[src/hw/rtl/lsr_pkg.sv]
// lsr_pkg: shared types and constants for the LIFO stack with reverse.
// No dependencies; used by lsr_ctrl, lsr_mem and lifo_stack_with_reverse.
`default_nettype none

package lsr_pkg;

    localparam int DEPTH_DEF = 16;
    localparam int WORD_W    = 32;

    typedef enum logic [2:0] {
        CMD_PUSH    = 3'd0,
        CMD_POP     = 3'd1,
        CMD_PEEK    = 3'd2,
        CMD_SIZE    = 3'd3,
        CMD_REVERSE = 3'd4,
        CMD_DUMP    = 3'd5
    } t_cmd;

    typedef enum logic [1:0] {
        STAT_OK    = 2'd0,
        STAT_EMPTY = 2'd1,
        STAT_FULL  = 2'd2
    } t_status;

    typedef enum logic [2:0] {
        ST_IDLE,
        ST_RD_RESP,
        ST_REV_RD_LO,
        ST_REV_RD_HI,
        ST_REV_WR_LO,
        ST_REV_WR_HI,
        ST_DUMP,
        ST_DUMP_LAST
    } t_state;

endpackage

`default_nettype wire

[src/hw/rtl/lifo_stack_with_reverse.sv]
// lifo_stack_with_reverse: top level, stack of signed words with reverse and dump.
// Depends on lsr_pkg, lsr_mem and lsr_ctrl.
//
//   channel  | handshake                 | payload
//   ---------+---------------------------+-------------------------------------------
//   command  | start / busy              | i_cmd, i_push_value
//   result   | o_result_valid (strobe)   | o_data_word, o_entry_index, o_fill_level,
//            |                           | o_status, o_last_result
//
// An item is taken when start is high and busy is low; each result is registered and
// appears in the cycle after the operation finishes. Push, size, unused codes, reverse
// of fewer than two entries and every empty or full case leave busy low, so the next
// item can be taken straight away. Pop and peek wait on the registered memory read.
// Reverse swaps pairs through the one read port and one write port: read low, read
// high, write low, write high. Dump streams one entry per cycle once the first read lands.
// Synchronous active-low reset clears the count and sequencer; storage is not cleared.
// The receiver cannot stall, so results go out as soon as they are formed.
`default_nettype none

module lifo_stack_with_reverse #(
    parameter int DEPTH = lsr_pkg::DEPTH_DEF
) (
    input  wire logic                              i_clk,
    input  wire logic                              i_rst_n,
    input  wire logic                              start,
    output logic                                   busy,
    input  wire logic [2:0]                        i_cmd,
    input  wire logic signed [lsr_pkg::WORD_W-1:0] i_push_value,
    output logic                                   o_result_valid,
    output logic signed [lsr_pkg::WORD_W-1:0]      o_data_word,
    output logic [$clog2(DEPTH)-1:0]               o_entry_index,
    output logic [$clog2(DEPTH+1)-1:0]             o_fill_level,
    output logic [1:0]                             o_status,
    output logic                                   o_last_result
);

    localparam int AW = $clog2(DEPTH);

    logic                              mem_we;
    logic [AW-1:0]                     mem_waddr;
    logic signed [lsr_pkg::WORD_W-1:0] mem_wdata;
    logic [AW-1:0]                     mem_raddr;
    logic signed [lsr_pkg::WORD_W-1:0] mem_rdata;

    lsr_ctrl #(
        .DEPTH (DEPTH)
    ) u_ctrl (
        .i_clk          (i_clk),
        .i_rst_n        (i_rst_n),
        .start          (start),
        .busy           (busy),
        .i_cmd          (i_cmd),
        .i_push_value   (i_push_value),
        .o_mem_we       (mem_we),
        .o_mem_waddr    (mem_waddr),
        .o_mem_wdata    (mem_wdata),
        .o_mem_raddr    (mem_raddr),
        .i_mem_rdata    (mem_rdata),
        .o_result_valid (o_result_valid),
        .o_data_word    (o_data_word),
        .o_entry_index  (o_entry_index),
        .o_fill_level   (o_fill_level),
        .o_status       (o_status),
        .o_last_result  (o_last_result)
    );

    lsr_mem #(
        .DEPTH (DEPTH)
    ) u_mem (
        .i_clk   (i_clk),
        .i_we    (mem_we),
        .i_waddr (mem_waddr),
        .i_wdata (mem_wdata),
        .i_raddr (mem_raddr),
        .o_rdata (mem_rdata)
    );

endmodule

`default_nettype wire

[src/hw/rtl/lsr_mem.sv]
// lsr_mem: stack storage, one write port and one read port, read data registered.
// Depends on lsr_pkg for the word width.
`default_nettype none

module lsr_mem #(
    parameter int DEPTH = lsr_pkg::DEPTH_DEF
) (
    input  wire logic                              i_clk,
    input  wire logic                              i_we,
    input  wire logic [$clog2(DEPTH)-1:0]          i_waddr,
    input  wire logic signed [lsr_pkg::WORD_W-1:0] i_wdata,
    input  wire logic [$clog2(DEPTH)-1:0]          i_raddr,
    output logic signed [lsr_pkg::WORD_W-1:0]      o_rdata
);

    logic signed [lsr_pkg::WORD_W-1:0] mem [DEPTH];

    always_ff @(posedge i_clk) begin
        if (i_we) begin
            mem[i_waddr] <= i_wdata;
        end
    end

    always_ff @(posedge i_clk) begin
        o_rdata <= mem[i_raddr];
    end

endmodule

`default_nettype wire

[src/hw/rtl/lsr_ctrl.sv]
// lsr_ctrl: command sequencer; keeps the entry count, drives the memory ports
// and the registered result. Depends on lsr_pkg.
`default_nettype none

module lsr_ctrl #(
    parameter int DEPTH = lsr_pkg::DEPTH_DEF
) (
    input  wire logic                              i_clk,
    input  wire logic                              i_rst_n,
    input  wire logic                              start,
    output logic                                   busy,
    input  wire logic [2:0]                        i_cmd,
    input  wire logic signed [lsr_pkg::WORD_W-1:0] i_push_value,
    // memory side
    output logic                                   o_mem_we,
    output logic [$clog2(DEPTH)-1:0]               o_mem_waddr,
    output logic signed [lsr_pkg::WORD_W-1:0]      o_mem_wdata,
    output logic [$clog2(DEPTH)-1:0]               o_mem_raddr,
    input  wire logic signed [lsr_pkg::WORD_W-1:0] i_mem_rdata,
    // result
    output logic                                   o_result_valid,
    output logic signed [lsr_pkg::WORD_W-1:0]      o_data_word,
    output logic [$clog2(DEPTH)-1:0]               o_entry_index,
    output logic [$clog2(DEPTH+1)-1:0]             o_fill_level,
    output logic [1:0]                             o_status,
    output logic                                   o_last_result
);

    localparam int AW = $clog2(DEPTH);
    localparam int CW = $clog2(DEPTH + 1);

    lsr_pkg::t_state r_state, n_state;
    logic [CW-1:0]   r_count, n_count;
    logic [AW-1:0]   r_lo, n_lo;
    logic [AW-1:0]   r_hi, n_hi;
    logic [AW-1:0]   r_pidx, n_pidx;
    logic            r_pend, n_pend;
    logic signed [lsr_pkg::WORD_W-1:0] r_tmp, n_tmp;

    logic                              r_valid, n_valid;
    logic signed [lsr_pkg::WORD_W-1:0] r_data, n_data;
    logic [AW-1:0]                     r_idx, n_idx;
    logic [CW-1:0]                     r_fill, n_fill;
    lsr_pkg::t_status                  r_status, n_status;
    logic                              r_last, n_last;

    logic [AW-1:0] top_addr;
    logic [AW-1:0] lo_inc;
    logic [AW-1:0] hi_dec;
    logic          is_empty;
    logic          is_full;

    assign top_addr = AW'(r_count - CW'(1));
    assign lo_inc   = r_lo + AW'(1);
    assign hi_dec   = r_hi - AW'(1);
    assign is_empty = (r_count == '0);
    assign is_full  = (r_count == CW'(DEPTH));

    always_ff @(posedge i_clk) begin
        if (!i_rst_n) begin
            r_state <= lsr_pkg::ST_IDLE;
            r_count <= '0;
            r_pend  <= 1'b0;
            r_valid <= 1'b0;
        end else begin
            r_state <= n_state;
            r_count <= n_count;
            r_pend  <= n_pend;
            r_valid <= n_valid;
        end
    end

    always_ff @(posedge i_clk) begin
        r_lo     <= n_lo;
        r_hi     <= n_hi;
        r_pidx   <= n_pidx;
        r_tmp    <= n_tmp;
        r_data   <= n_data;
        r_idx    <= n_idx;
        r_fill   <= n_fill;
        r_status <= n_status;
        r_last   <= n_last;
    end

    always_comb begin
        n_state     = r_state;
        n_count     = r_count;
        n_lo        = r_lo;
        n_hi        = r_hi;
        n_pidx      = r_pidx;
        n_pend      = 1'b0;
        n_tmp       = r_tmp;
        o_mem_we    = 1'b0;
        o_mem_waddr = r_lo;
        o_mem_wdata = r_tmp;
        o_mem_raddr = r_lo;
        n_valid     = 1'b0;
        n_data      = '0;
        n_idx       = '0;
        n_fill      = r_count;
        n_status    = lsr_pkg::STAT_OK;
        n_last      = 1'b1;

        unique case (r_state)
            lsr_pkg::ST_IDLE: begin
                if (start) begin
                    unique case (lsr_pkg::t_cmd'(i_cmd))
                        lsr_pkg::CMD_PUSH: begin
                            n_valid = 1'b1;
                            if (is_full) begin
                                n_status = lsr_pkg::STAT_FULL;
                            end else begin
                                o_mem_we    = 1'b1;
                                o_mem_waddr = AW'(r_count);
                                o_mem_wdata = i_push_value;
                                n_count     = r_count + CW'(1);
                                n_fill      = r_count + CW'(1);
                            end
                        end
                        lsr_pkg::CMD_POP: begin
                            if (is_empty) begin
                                n_valid  = 1'b1;
                                n_status = lsr_pkg::STAT_EMPTY;
                            end else begin
                                o_mem_raddr = top_addr;
                                n_count     = r_count - CW'(1);
                                n_state     = lsr_pkg::ST_RD_RESP;
                            end
                        end
                        lsr_pkg::CMD_PEEK: begin
                            if (is_empty) begin
                                n_valid  = 1'b1;
                                n_status = lsr_pkg::STAT_EMPTY;
                            end else begin
                                o_mem_raddr = top_addr;
                                n_state     = lsr_pkg::ST_RD_RESP;
                            end
                        end
                        lsr_pkg::CMD_REVERSE: begin
                            if (r_count >= CW'(2)) begin
                                n_lo    = '0;
                                n_hi    = top_addr;
                                n_state = lsr_pkg::ST_REV_RD_LO;
                            end else begin
                                n_valid = 1'b1;
                            end
                        end
                        lsr_pkg::CMD_DUMP: begin
                            if (is_empty) begin
                                n_valid  = 1'b1;
                                n_status = lsr_pkg::STAT_EMPTY;
                            end else begin
                                n_lo    = '0;
                                n_state = lsr_pkg::ST_DUMP;
                            end
                        end
                        default: begin
                            // size and unused codes: report the fill level only
                            n_valid = 1'b1;
                        end
                    endcase
                end
            end
            lsr_pkg::ST_RD_RESP: begin
                n_valid = 1'b1;
                n_data  = i_mem_rdata;
                n_state = lsr_pkg::ST_IDLE;
            end
            lsr_pkg::ST_REV_RD_LO: begin
                o_mem_raddr = r_lo;
                n_state     = lsr_pkg::ST_REV_RD_HI;
            end
            lsr_pkg::ST_REV_RD_HI: begin
                o_mem_raddr = r_hi;
                n_tmp       = i_mem_rdata;
                n_state     = lsr_pkg::ST_REV_WR_LO;
            end
            lsr_pkg::ST_REV_WR_LO: begin
                o_mem_we    = 1'b1;
                o_mem_waddr = r_lo;
                o_mem_wdata = i_mem_rdata;
                n_state     = lsr_pkg::ST_REV_WR_HI;
            end
            lsr_pkg::ST_REV_WR_HI: begin
                o_mem_we    = 1'b1;
                o_mem_waddr = r_hi;
                o_mem_wdata = r_tmp;
                n_lo        = lo_inc;
                n_hi        = hi_dec;
                if (lo_inc < hi_dec) begin
                    n_state = lsr_pkg::ST_REV_RD_LO;
                end else begin
                    n_valid = 1'b1;
                    n_state = lsr_pkg::ST_IDLE;
                end
            end
            lsr_pkg::ST_DUMP: begin
                // read ahead one entry; the previous read lands this cycle
                o_mem_raddr = r_lo;
                n_pend      = 1'b1;
                n_pidx      = r_lo;
                if (r_pend) begin
                    n_valid = 1'b1;
                    n_data  = i_mem_rdata;
                    n_idx   = r_pidx;
                    n_last  = 1'b0;
                end
                if (r_lo == top_addr) begin
                    n_state = lsr_pkg::ST_DUMP_LAST;
                end else begin
                    n_lo = lo_inc;
                end
            end
            lsr_pkg::ST_DUMP_LAST: begin
                n_valid = 1'b1;
                n_data  = i_mem_rdata;
                n_idx   = r_pidx;
                n_state = lsr_pkg::ST_IDLE;
            end
            default: begin
                n_state = lsr_pkg::ST_IDLE;
            end
        endcase
    end

    assign busy           = (r_state != lsr_pkg::ST_IDLE);
    assign o_result_valid = r_valid;
    assign o_data_word    = r_data;
    assign o_entry_index  = r_idx;
    assign o_fill_level   = r_fill;
    assign o_status       = r_status;
    assign o_last_result  = r_last;

endmodule

`default_nettype wire
[config.mk]
export PLATFORM = sky130hd
export DESIGN_NAME = lifo_stack_with_reverse
export DESIGN_NICKNAME = d
export VERILOG_FILES = /design/src/hw/rtl/lsr_pkg.sv /design/src/hw/rtl/lifo_stack_with_reverse.sv /design/src/hw/rtl/lsr_mem.sv /design/src/hw/rtl/lsr_ctrl.sv
export SDC_FILE = /design/constraint.sdc
export NUM_CORES = 1
export LEC_CHECK = 0
export CAP_MARGIN = 20
export CORE_MARGIN = 4
export CORE_UTILIZATION = 47
export CTS_CLUSTER_DIAMETER = 120
export CTS_CLUSTER_SIZE = 12
export DETAILED_ROUTE_END_ITERATION = 12
export DONT_BUFFER_PORTS = 1
export RECOVER_POWER = 50
export SETUP_SLACK_MARGIN = 0.4
export SLEW_MARGIN = 10
export SYNTH_ARGS = -nofsm -noshare
export SYNTH_HDL_FRONTEND = slang
export SYNTH_SLANG_ARGS = --single-unit
[constraint.sdc]
create_clock -name i_clk -period 8 [get_ports i_clk]
set_clock_uncertainty 0.1 [all_clocks]
set_input_delay 2 -clock i_clk [delete_from_list [all_inputs] [get_ports i_clk]]
set_output_delay 2 -clock i_clk [all_outputs]
set_load 0.01 [all_outputs]
======== Word level (Yosys, flattened, before mapping) ========
Memories as Yosys holds them, arrays and structs flattened. A register that Yosys moved wholly into a read port is not among the register bits.
Cells that the tools add are included.
operators by class
  muxes and demuxes ....................... 58
  reductions and logical operators ........ 16
  magnitude comparators ................... 2
  eq/ne operators ......................... 24
  add/subtract/negate cells ............... 4
operators with widths
  operator                                                           number
  2-to-1 mux 32 bit                                                  4
  one-hot mux 32 bit (2 select lines)                                2
  2-to-1 mux 4 bit                                                   14
  one-hot mux 4 bit (2 select lines)                                 5
  2-to-1 mux 5 bit                                                   5
  one-hot mux 3 bit (7 select lines)                                 1
  == test 3 bit, second input constant                               6
  2-to-1 mux 3 bit                                                   5
  2-to-1 mux 1 bit                                                   13
  one-hot mux 4 bit (3 select lines)                                 1
  AND reduction 6 bit                                                2
  one-hot mux 5 bit (2 select lines)                                 1
  == test 3 x 2 -> 1 bit, second input constant                      3
  inequality test 3 bit, second input constant                       3
  one-hot mux 3 bit (3 select lines)                                 1
  inequality test 2 bit, second input constant                       4
  AND reduction 4 bit                                                2
  == test 3 x 1 -> 1 bit, second input constant                      2
  zero test 3 bit                                                    2
  nonzero test 3 bit                                                 2
  OR reduction 2 bit                                                 3
  adder 5 x 1 -> 5 bit, second input constant                        1
  == test 5 bit, second input constant                               1
  greater-or-equal comparator 5 x 2 -> 1 bit, second input constant  1
  16 further kinds                                                   20
word-level totals
  logic and storage cells ................. 118
  RAM bits ................................ 512
  output and inout bits ................... 46
  memories kept ........................... 1
  register bits after elaboration ......... 98
  input port bits ......................... 38
memories
  memory     depth  bits a word  read ports  clocked after memory_dff  wr ports  line           source
  u_mem.mem  16     32           1           1                         1         lsr_mem.sv:16  logic signed [lsr_pkg::WORD_W-1:0] mem [DEPTH];

======== Logic depth before layout (Yosys ltp) ========
Gate-level depths: netlist (run 1).
  word-level depth ........................ 7
  depth in mapped cells ................... 14
  gate-level depth less buffers ........... 8

======== Modules after synthesis ========
A second synthesis (run 1) with hierarchy kept.
unflattened totals
  cells, all modules ...................... 1,239
  area total of the unflattened synthesis .. 24,227.0 um2
by module, submodules not included
  module    cells an instance  area each (um2)  times used  sequential area each (um2)
  lsr_mem   838                19,835.3         1           16,015.4
  lsr_ctrl  401                4,391.7          1           2,402.3

======== Worst setup path after synthesis (run 1) ========
No wires, ideal clock.
  path kind ............................... input to register
  start ................................... in i_cmd[0]
  end ..................................... mem u_mem.mem[4][0] in the netlist's numbering, enable pin
  path buffers ............................ 2
  path slack .............................. 2,420 ps
  required time ........................... 7,479 ps
  cell stages on the path ................. 8
  arrival ................................. 5,059 ps
  setup time .............................. 421 ps
  cell sequence ........................... clkbuf_1 > nor3_1 > and3_1 > clkbuf_1 > nor2_1 > a221o_1 > or2_2 > nor2_1
on the way
  word-level cells in the longest chain between the ends .. 6
  elaborated cells on any way between the ends .. 9
  classes of those cells .................. mux (8); reduce/logical (1)
RTL lines
  element                                 line                           source
  start, declared                         lifo_stack_with_reverse.sv:27  input wire logic [2:0] i_cmd,
  zero test 3 bit *                       lsr_ctrl.sv:107                unique case (lsr_pkg::t_cmd'(i_cmd))
  2-to-1 mux 1 bit                        lsr_ctrl.sv:107
  2-to-1 mux 1 bit                        lsr_ctrl.sv:106                if (start) begin
  one-hot mux 1 bit (2 select lines)      lsr_ctrl.sv:104                unique case (r_state)
  2-to-1 mux 1 bit                        lsr_mem.sv:19                  if (i_we) begin
  2-to-1 mux 1 bit (implied by the code)  lsr_mem.sv:20                  mem[i_waddr] <= i_wdata;
  end, declared                           lsr_mem.sv:16
Mark *: on every way between the ends. The rest lies on a longest branch, timed or not.

======== Worst setup path in the final report (run 1) ========
  start ................................... in i_cmd[0]
  end ..................................... mem u_mem.mem[5][16] in the netlist's numbering (data pin)
on the way
  word-level cells in the longest chain between the ends .. 4
RTL lines
  element                              line                           source
  zero test 3 bit                      lsr_ctrl.sv:107
  2-to-1 mux 32 bit                    lsr_ctrl.sv:107
  2-to-1 mux 32 bit                    lsr_ctrl.sv:106
  one-hot mux 32 bit (2 select lines)  lsr_ctrl.sv:104
  named net mem_wdata, one bit         lifo_stack_with_reverse.sv:41  logic signed [lsr_pkg::WORD_W-1:0] mem_wdata;
The timed path passes the listed nets, and every way through them passes these cells.

==> results.json, run 1 <==
{
  "dieArea_mm2": 0.0574,
  "dp_slack_ps": 2140,
  "initial_core_util_pct": 47.7,
  "leakagePower_uw": 0.00918,
  "cts_root_buffer": "clkbuf_16",
  "ys_async_sr_fraction_pct": 0,
  "holdPathEnd": "u_ctrl.o_last_result",
  "syn_inst": 1700,
  "min_period_ps": 6350,
  "grt_pass1_vias": 14300,
  "cts_tree": "built",
  "status": "complete, but fails checks",
  "port_buffers": 0,
  "power_density_mw_per_mm2": 235,
  "reg2reg_depth": 10,
  "drive_gt1_share_pct": 7.67,
  "endpoint_kind": "flop",
  "cts_buffers": 59,
  "fin_nets": 1748,
  "hold_depth": 1,
  "wl_per_cell_um": 26.4,
  "tns_ps": 0,
  "antenna_found_initial": 2,
  "multiInputGateArea_mm2": 0.00626,
  "netlist.area_leader.share_pct": 66.3,
  "critical_path_class": "input pin to flop",
  "synth_top_flop_cell": "edfxtp_1",
  "synth.avg_cell_area_um2": 14.8,
  "path_max_fanout": 21,
  "first_iter_violations": 1703,
  "dr.pass1.iters": 5,
  "postRouteWirelength_mm": 64.3,
  "cts_resized": 0,
  "r2r_slack_ps": 2200,
  "fmax_ghz": 0.158,
  "area_growth_pct": 9.87,
  "synth_edf_count": 556,
  "synthTopCellsByArea": "edfxtp_1, dfxtp_1, mux2i_1",
  "grt_overflow": 0,
  "worstMarginPinSlew_ps": 2700,
  "setup_violations": 0,
  "yosysWarningCount": 0,
  "h-tree-depth": 2,
  "gp_congestion": 0.774,
  "clockBufferDepth": 3,
  "syn_nets": 1747,
  "required_ps": 8210,
  "nFillCells": 4337,
  "finalHoldViolCount": 0,
  "violations": "max-capacitance violations, max-slew violations",
  "rows": 84,
  "crit-reg2reg-launch": "u_ctrl.r_count[0]",
  "dpl.hpwl_mm": 33.1,
  "grt_pass1_wl_mm": 94.6,
  "clkLatencyLatePin_ps": 620,
  "min_path_type": "flop to flop",
  "startpoint_type": "input pin",
  "antenna_left": 0,
  "max_slew_margin_pct": -80.3,
  "die-height_um": 240,
  "ys_types": 55,
  "final_util_pct": 52.5,
  "drc": 0,
  "path_clk_slew_ps": 60,
  "r2r-end": "u_mem.mem[5][16]",
  "grt_max_degree": 113,
  "hold_start": "u_ctrl.r_pend",
  "synth.ff_latch_count": 642,
  "vias_per_cell": 6.17,
  "synth_top_area_cell": "edfxtp_1",
  "fp.coreArea_mm2": 0.0528,
  "grt_setup_unrepaired": "no",
  "regArea_mm2": 0.0184,
  "crit_arrival_ps": 6560,
  "maxCapViolCount": 3,
  "io-pin-count": 84,
  "synth_area_mm2": 0.0252,
  "fin_ws_ps": 1650,
  "die_x_um": 240,
  "ys_seq_area_share_pct": 73.1,
  "ir_drop_uv": 163,
  "cts_setup_buffers": 0,
  "vias": 15000,
  "grt_use_total_pct": 22.1,
  "ctsHoldBuffers": 0,
  "slew_viol_final": 89,
  "min_period_over_period_pct": 79.4,
  "clkSinkCount": 642,
  "power.total_uw": 6510
}
sequential cells by signal (all words and copies together), names as in the netlist:
register / flops
u_mem.mem: 512
u_ctrl.o_data_word: 32
u_ctrl.r_tmp: 32
u_mem.o_rdata: 32
u_ctrl.o_fill_level: 5
u_ctrl.r_count: 5
u_ctrl.o_entry_index: 4
u_ctrl.r_hi: 4
u_ctrl.r_lo: 4
u_ctrl.r_pidx: 4
u_ctrl.r_state: 3
u_ctrl.o_status: 2
u_ctrl.o_last_result: 1
u_ctrl.o_result_valid: 1
u_ctrl.r_pend: 1
per-stage QoR:
| stage | hold slack (ps) | std cells | cell area, µm² |
|---|---|---|---|
| 2_1_floorplan | 271 | 1700 | 25200 |
| 3_3_place_gp | 293 | 2327 | 26100 |
| 3_5_place_dp | 297 | 2327 | 26100 |
| 4_1_cts | 310 | 2434 | 27800 |
| 5_1_grt | 349 | 2435 | 27700 |
| 6_report | 307 | 2436 | 27700 |
layout make-up:
cell class | count | share of cell area, %
clock inverters | 2 | 0.0633
inverters | 10 | 0.136
multi-input cells | 918 | 22.6
diodes | 1 | 0.00904
well taps | 688 | 3.11
clock buffers | 105 | 5.96
repair buffers | 70 | 1.55
flip-flops and latches | 642 | 66.5
layout by cell type, fill, tap and decap left out, drive strengths merged, types with 2 or more instances in the layout:
cell    Yosys  routed
and2       15      15
o22ai      32      32
o211ai      2       2
and3       71      71
o211a       2       2
a21o        3       3
o21a        4       4
a221o       6       6
nand2     194     194
a31oi       2       2
clkbuf     95     134
xnor2      15      15
nor2       44      44
dfxtp      86      86
or2         4       4
nand3       7       7
nor2b      35      35
and3b       2       2
a22oi      55      55
ha          9       9
mux2i      95      95
nand4       2       2
nand2b     11      11
edfxtp    556     556
a311oi     67      67
or4        33      33
nor4b       2       2
o21ai      39      39
nor3        6       6
a21oi      45      45
a221oi     98      98
xor2        2       2
inv        10      11
buf        35      41
cell families (layout without fill, tap and decap cells):
kind of cell	after synthesis	count (layout)	synth area share, %
other	0	1	0
DFF	642	642	73.1
xor gates and xnor gates	17	17	0.591
and+or+nand+nor	434	434	8.67
muxes	96	96	3.82
AOI/OAI and AO/OA	362	362	10.8
buffers and inverters	140	187	2.54
adders and majority gates	9	9	0.447
worst max-delay path, cell delays in order:
cell and delay [ps]:
nor3_1 380, nand3_1 870, clkbuf_1 690, nor2_1 310, clkbuf_1 1360, a22oi_1 150, o21ai_0 230, clkbuf_1 520
synth_stat cells (3+ instances only):
master and number:
a21o_1 3, a21oi_1 45, a221o_1 6, a221oi_1 97, a22oi_1 55, a311oi_1 67, and2_1 15, and3_1 71
buf_2 19, buf_4 4, buf_6 10, clkbuf_1 95, dfxtp_1 86, edfxtp_1 556, ha_1 9, inv_1 10
mux2i_1 95, nand2_1 194, nand2b_1 11, nand3_1 7, nor2_1 44, nor2b_1 35, nor3_1 6, o21a_1 4
o21ai_0 39, o22ai_1 32, or2_2 4, or4_1 33, xnor2_1 15
worst max path at each step:
stage | startpoint | to | slack, ps | cells after the start
floorplan | i_cmd[0] | u_mem.mem[4][0] | 2420 | 8
global placement | start | u_mem.o_rdata[1] | 2290 | 7
detailed placement | start | u_mem.o_rdata[3] | 2140 | 7
CTS | start | u_mem.o_rdata[3] | 2810 | 7
global route | i_cmd[0] | u_mem.mem[14][17] | 1440 | 8
finish | i_cmd[0] | u_mem.mem[5][16] | 1650 | 8
layer usage:
layer | global-route usage, % | up-vias | share of wire, %
li1 | - | 6693 | -
met1 | 32.5 | 7643 | 43
met2 | 34.7 | 596 | 46
met3 | 3.67 | 88 | 8.0
met4 | 5.63 | 2 | 2.3
met5 | 0 | - | 0.020
power breakdown:
| group | switching, µW | internal (µW) |
|---|---|---|
| Combinational | 188 | 90.2 |
| Clock | 1160 | 1380 |
| Sequential | 31.3 | 3660 |
No activity file was read; power rests on OpenSTA's default activity.
==> run 2: changes to the inputs <==
==> constraint.sdc (replaced) <==
create_clock -name i_clk -period 5.9 [get_ports i_clk]
set_clock_uncertainty 0.1 [all_clocks]
set_input_delay 1.475 -clock i_clk [delete_from_list [all_inputs] [get_ports i_clk]]
set_output_delay 1.475 -clock i_clk [all_outputs]
set_load 0.01 [all_outputs]
==> run 2 against run 1 <==
The run still ends with max-capacitance violations, max-slew violations left. Largest cell class unchanged. Largest power group unchanged. Combinational power rose by 45%. Setup slack got worse by 590 ps. Hold slack got worse by 3.1 ps. Global-route usage rose by 0.70 points. Total power rose by 37%.
==> results.json, run 2 (synthesized netlist as in run 1, its figures left out) <==
{
  "power_density_mw_per_mm2": 318,
  "final_area_mm2": 0.0280,
  "cts_tree": "built",
  "max_slew_margin_pct": -55.2,
  "finalHoldViolCount": 0,
  "layout_common_cells": "edfxtp_1, nand2_1, a221oi_1",
  "clkLatencyLatePin_ps": 640,
  "grt_pass1_vias": 14700,
  "dieArea_mm2": 0.0574,
  "leakagePower_uw": 0.00933,
  "dr.pass1.iters": 5,
  "initial_core_util_pct": 47.7,
  "drc": 0,
  "die_x_um": 240,
  "critical_path_class": "flop to flop",
  "drive_gt1_share_pct": 8.66,
  "h-tree-depth": 2,
  "fp.coreArea_mm2": 0.0528,
  "path_max_fanout": 51,
  "cts_buffers": 59,
  "min_period_over_period_pct": 82.1,
  "first_iter_violations": 1799,
  "grt_setup_unrepaired": "no",
  "insertedDiodeCount": 0,
  "worstMarginPinSlew_ps": 2330,
  "min_period_ps": 4840,
  "fmax_ghz": 0.207,
  "gp_congestion": 0.842,
  "io-pin-count": 84,
  "clockBufferDepth": 3,
  "final_util_pct": 53.1,
  "postRouteWirelength_mm": 66.6,
  "endpoint_kind": "flop",
  "min_path_type": "flop to flop",
  "regArea_mm2": 0.0184,
  "largest-register": "u_mem.mem",
  "antenna_found_initial": 4,
  "dpl.hpwl_mm": 38.6,
  "path_clk_slew_ps": 70,
  "grt_pass1_wl_mm": 97.9,
  "vias_per_cell": 6.22,
  "ir_drop_uv": 202,
  "place_area_mm2": 0.0264,
  "mostFrequentLayoutCell": "edfxtp_1",
  "required_ps": 6350,
  "crit_arrival_ps": 5290,
  "clkSinkCount": 642,
  "grt_use_total_pct": 22.8,
  "wl_per_cell_um": 27.1,
  "cts_root_buffer": "clkbuf_16",
  "status": "complete, but fails checks",
  "nFillCells": 4312,
  "grt_max_degree": 81,
  "port_buffers": 0,
  "multiInputGateArea_mm2": 0.00627,
  "vias": 15300,
  "die-height_um": 240,
  "area_growth_pct": 11.2,
  "tns_ps": 0,
  "antenna_left": 0,
  "slew_viol_final": 58,
  "setup_violations": 0,
  "startpoint_type": "flop",
  "violations": "max-capacitance violations, max-slew violations",
  "cts_setup_buffers": 0,
  "cts_resized": 0,
  "rows": 84,
  "grt_overflow": 0,
  "ctsHoldBuffers": 0,
  "maxCapViolCount": 2,
  "fin_nets": 1765,
  "largest_reg_flops": 512
}
## run 2: changes by cell type in the layout (fill, tap and decap cells not counted), sizes merged
cell	change
clkinv	+1
clkbuf	+1
buf	+17
diode	-1
## run 2: worst paths after layout
kind,start,endpoint,slack (ps),depth (start not counted)
worst max-delay path,u_ctrl.r_state[2],u_mem.o_rdata[3],1060,8
worst min-delay path,u_ctrl.r_pend,u_ctrl.o_last_result,300,1
worst max register to register,u_ctrl.r_state[2],u_mem.o_rdata[3],1060,8
worst min register to register,u_ctrl.r_pend,u_ctrl.o_last_result,300,1
## run 2: cell type report
class | count | share of cell area, %
timing repair buffer | 87 | 2.55
clock inverter | 3 | 0.121
sequential | 642 | 65.8
multi-input combinational | 918 | 22.4
tap | 688 | 3.07
inverter | 10 | 0.134
clock buffer | 106 | 5.98
## run 2: through the flow
| step | hold WS [ps] | cells | worst slack, ps | power [µW] |
|---|---|---|---|---|
| floorplan | 271 | 1700 | 845 | 5350 |
| finish | 304 | 2454 | 1060 | 8920 |
| global route | 339 | 2454 | 745 | 9220 |
| CTS | 309 | 2452 | 1630 | 8990 |
| detailed placement | 289 | 2343 | 1100 | 5510 |
| global placement | 292 | 2340 | 1140 | 5510 |
## run 2: critical path: stages, from the launching register on
cell and delay [ps]:
dfxtp_1 570, buf_4 390, nor4b_1 940, and4_4 450, o211a_4 760, buf_4 470, nand2_1 100, a311oi_1 680
or4_1 200
## run 2: power by group
part           internal [µW]  total [µW]  switching (µW)
Clock                   1900        3510            1600
Combinational            131         405             274
Sequential              4960        5010            45.5
Total                   7000        8920            1920
## run 2: routing by layer
metal  part of all wire [%]  global-route usage [%]  up-vias
li1                       -                       -     6727
met1                     44                    34.2     7799
met2                     45                    34.3      634
met3                    7.9                    4.85      100
met4                    2.3                    5.80        4
met5                  0.032                       0        -
==> run 3: changes to the inputs <==
==> constraint.sdc (replaced) <==
create_clock -name i_clk -period 4.1 [get_ports i_clk]
set_clock_uncertainty 0.1 [all_clocks]
set_input_delay 1.025 -clock i_clk [delete_from_list [all_inputs] [get_ports i_clk]]
set_output_delay 1.025 -clock i_clk [all_outputs]
set_load 0.01 [all_outputs]
==> run 3 against run 2 <==
Critical path type unchanged. Non-clock buffer count increased by 16. The run still ends with max-capacitance violations, max-slew violations left. Register-to-register slack worse by 720 ps. Global-route usage fell by 0.74 points. Largest cell class unchanged.
==> results.json, run 3 (synthesized netlist as in run 1, its figures left out) <==
{
  "status": "complete, but fails checks",
  "violations": "max-capacitance violations, max-slew violations",
  "layout_common_cells": "edfxtp_1, nand2_1, a221oi_1",
  "cell_internal_pwr_uw": 10100,
  "dpl.hpwl_mm": 35.4,
  "insertedDiodeCount": 0,
  "dieArea_mm2": 0.0574,
  "port_buffers": 0,
  "tns_ps": 0,
  "seqPwrFrac_pct": 56.1,
  "cts_root_buffer": "clkbuf_16",
  "wl_per_cell_um": 25.9,
  "fmax_ghz": 0.266,
  "clkLatencyLatePin_ps": 630,
  "postRouteWirelength_mm": 64.1,
  "place_inst": 2361,
  "antenna_left": 0,
  "grt_pass1_vias": 15000,
  "critical_path_class": "flop to flop",
  "setup_violations": 0,
  "grt_max_degree": 77,
  "largest_reg_flops": 512,
  "slew_viol_final": 19,
  "power_density_mw_per_mm2": 451,
  "die-height_um": 240,
  "cts_resized": 0,
  "fin_cells": 2471,
  "pwr-share-clk_pct": 39.3,
  "grt_setup_unrepaired": "no",
  "cts_buffers": 59,
  "area_growth_pct": 12.8,
  "gp_congestion": 0.810,
  "combPwrFrac_pct": 4.5,
  "crit_arrival_ps": 3960,
  "grt_overflow": 0,
  "fin_nets": 1781,
  "path_cells": "clkbuf_1 > nor2b_1 > and2_1 > nor2_1 > a221o_1 > nand2b_1 > nor2_4 > buf_4",
  "slowest_stage": "clkbuf_1",
  "finalHoldViolCount": 0,
  "min_period_ps": 3770,
  "initial_core_util_pct": 47.7,
  "drc": 0,
  "dr.pass1.iters": 5,
  "grt_use_total_pct": 22.1,
  "startpoint_type": "flop",
  "max_stage_delay_ps": 810,
  "max_slew_margin_pct": -7.05,
  "vias": 15200,
  "maxCapViolCount": 1,
  "grt_pass1_wl_mm": 95.9,
  "leakagePower_uw": 0.00954,
  "first_iter_violations": 1589,
  "min_path_type": "flop to flop",
  "ctsHoldBuffers": 0,
  "reg2reg_depth": 8,
  "drive_gt1_share_pct": 10.5,
  "clockBufferDepth": 3,
  "path_clk_slew_ps": 70,
  "fp.coreArea_mm2": 0.0528,
  "ir_drop_uv": 375,
  "io-pin-count": 84,
  "worstMarginPinSlew_ps": 1610,
  "cts_tree": "built",
  "endpoint_kind": "flop",
  "largest-register": "u_mem.mem",
  "mostFrequentLayoutCell": "edfxtp_1",
  "switching_share_pct": 21.6,
  "hold_depth": 1,
  "die_x_um": 240,
  "clkSinkCount": 642,
  "path_max_fanout": 19,
  "min_period_over_period_pct": 91.8,
  "p_switching_uw": 2760,
  "rows": 84,
  "h-tree-depth": 2,
  "antenna_found_initial": 3,
  "required_ps": 4290,
  "cts_setup_buffers": 0,
  "vias_per_cell": 6.16
}
run 3: cell count changes in the layout (fill, tap and decap cells not counted), sizes merged:
cell,change
buf,+13
clkbuf,+3
clkinv,+1
run 3: through the flow:
step	utilization (%)	worst slack, ps	hold slack [ps]	total power, µW	area (µm²)
3_5_place_dp	50.8	337	302	7930	26800
4_1_cts	54.1	526	327	13000	28500
6_report	53.8	335	324	12800	28400
3_3_place_gp	50.8	446	286	7920	26800
5_1_grt	53.8	210	355	13300	28400
2_1_floorplan	-	183	271	7710	25300
run 3: worst paths after layout:
kind / end / slack, ps / start
setup / recovery: u_mem.mem[14][25] / 330 / u_ctrl.r_state[2]
hold / removal: u_ctrl.o_last_result / 320 / u_ctrl.r_pend
setup reg to reg: u_mem.mem[14][25] / 330 / u_ctrl.r_state[2]
hold reg to reg: u_ctrl.o_last_result / 320 / u_ctrl.r_pend
run 3: power by group through the flow:
stage          logic [µW]  clock network, µW  registers [µW]
2_1_floorplan         394                  0            7310
3_3_place_gp          580                  0            7340
3_5_place_dp          590                  0            7340
4_1_cts               593               5160            7200
5_1_grt               633               5430            7200
6_report              583               5040            7200
run 3: worst max-delay path: cells and delay by family, from the launching register on:
family,cells,cell delay [ps]
flops,1,600
compound gates,1,360
buf+inv,2,1170
simple gates,5,1170
run 3: cell type report:
| type | instances | area, µm² |
|---|---|---|
| Clock buffer | 106 | 1650 |
| Multi-Input combinational cell | 918 | 6300 |
| Clock inverter | 4 | 61.3 |
| Sequential cell | 642 | 18400 |
| Timing Repair Buffer | 103 | 1080 |
| Fill cell | 4264 | 24400 |
| Tap cell | 688 | 861 |
| Inverter | 10 | 37.5 |
run 3: routing by layer:
layer,routed length [µm],global-route usage [%]
met1,27900,31.8
met2,30100,34.9
met3,4480,3.66
met4,1590,6.61
met5,0,0
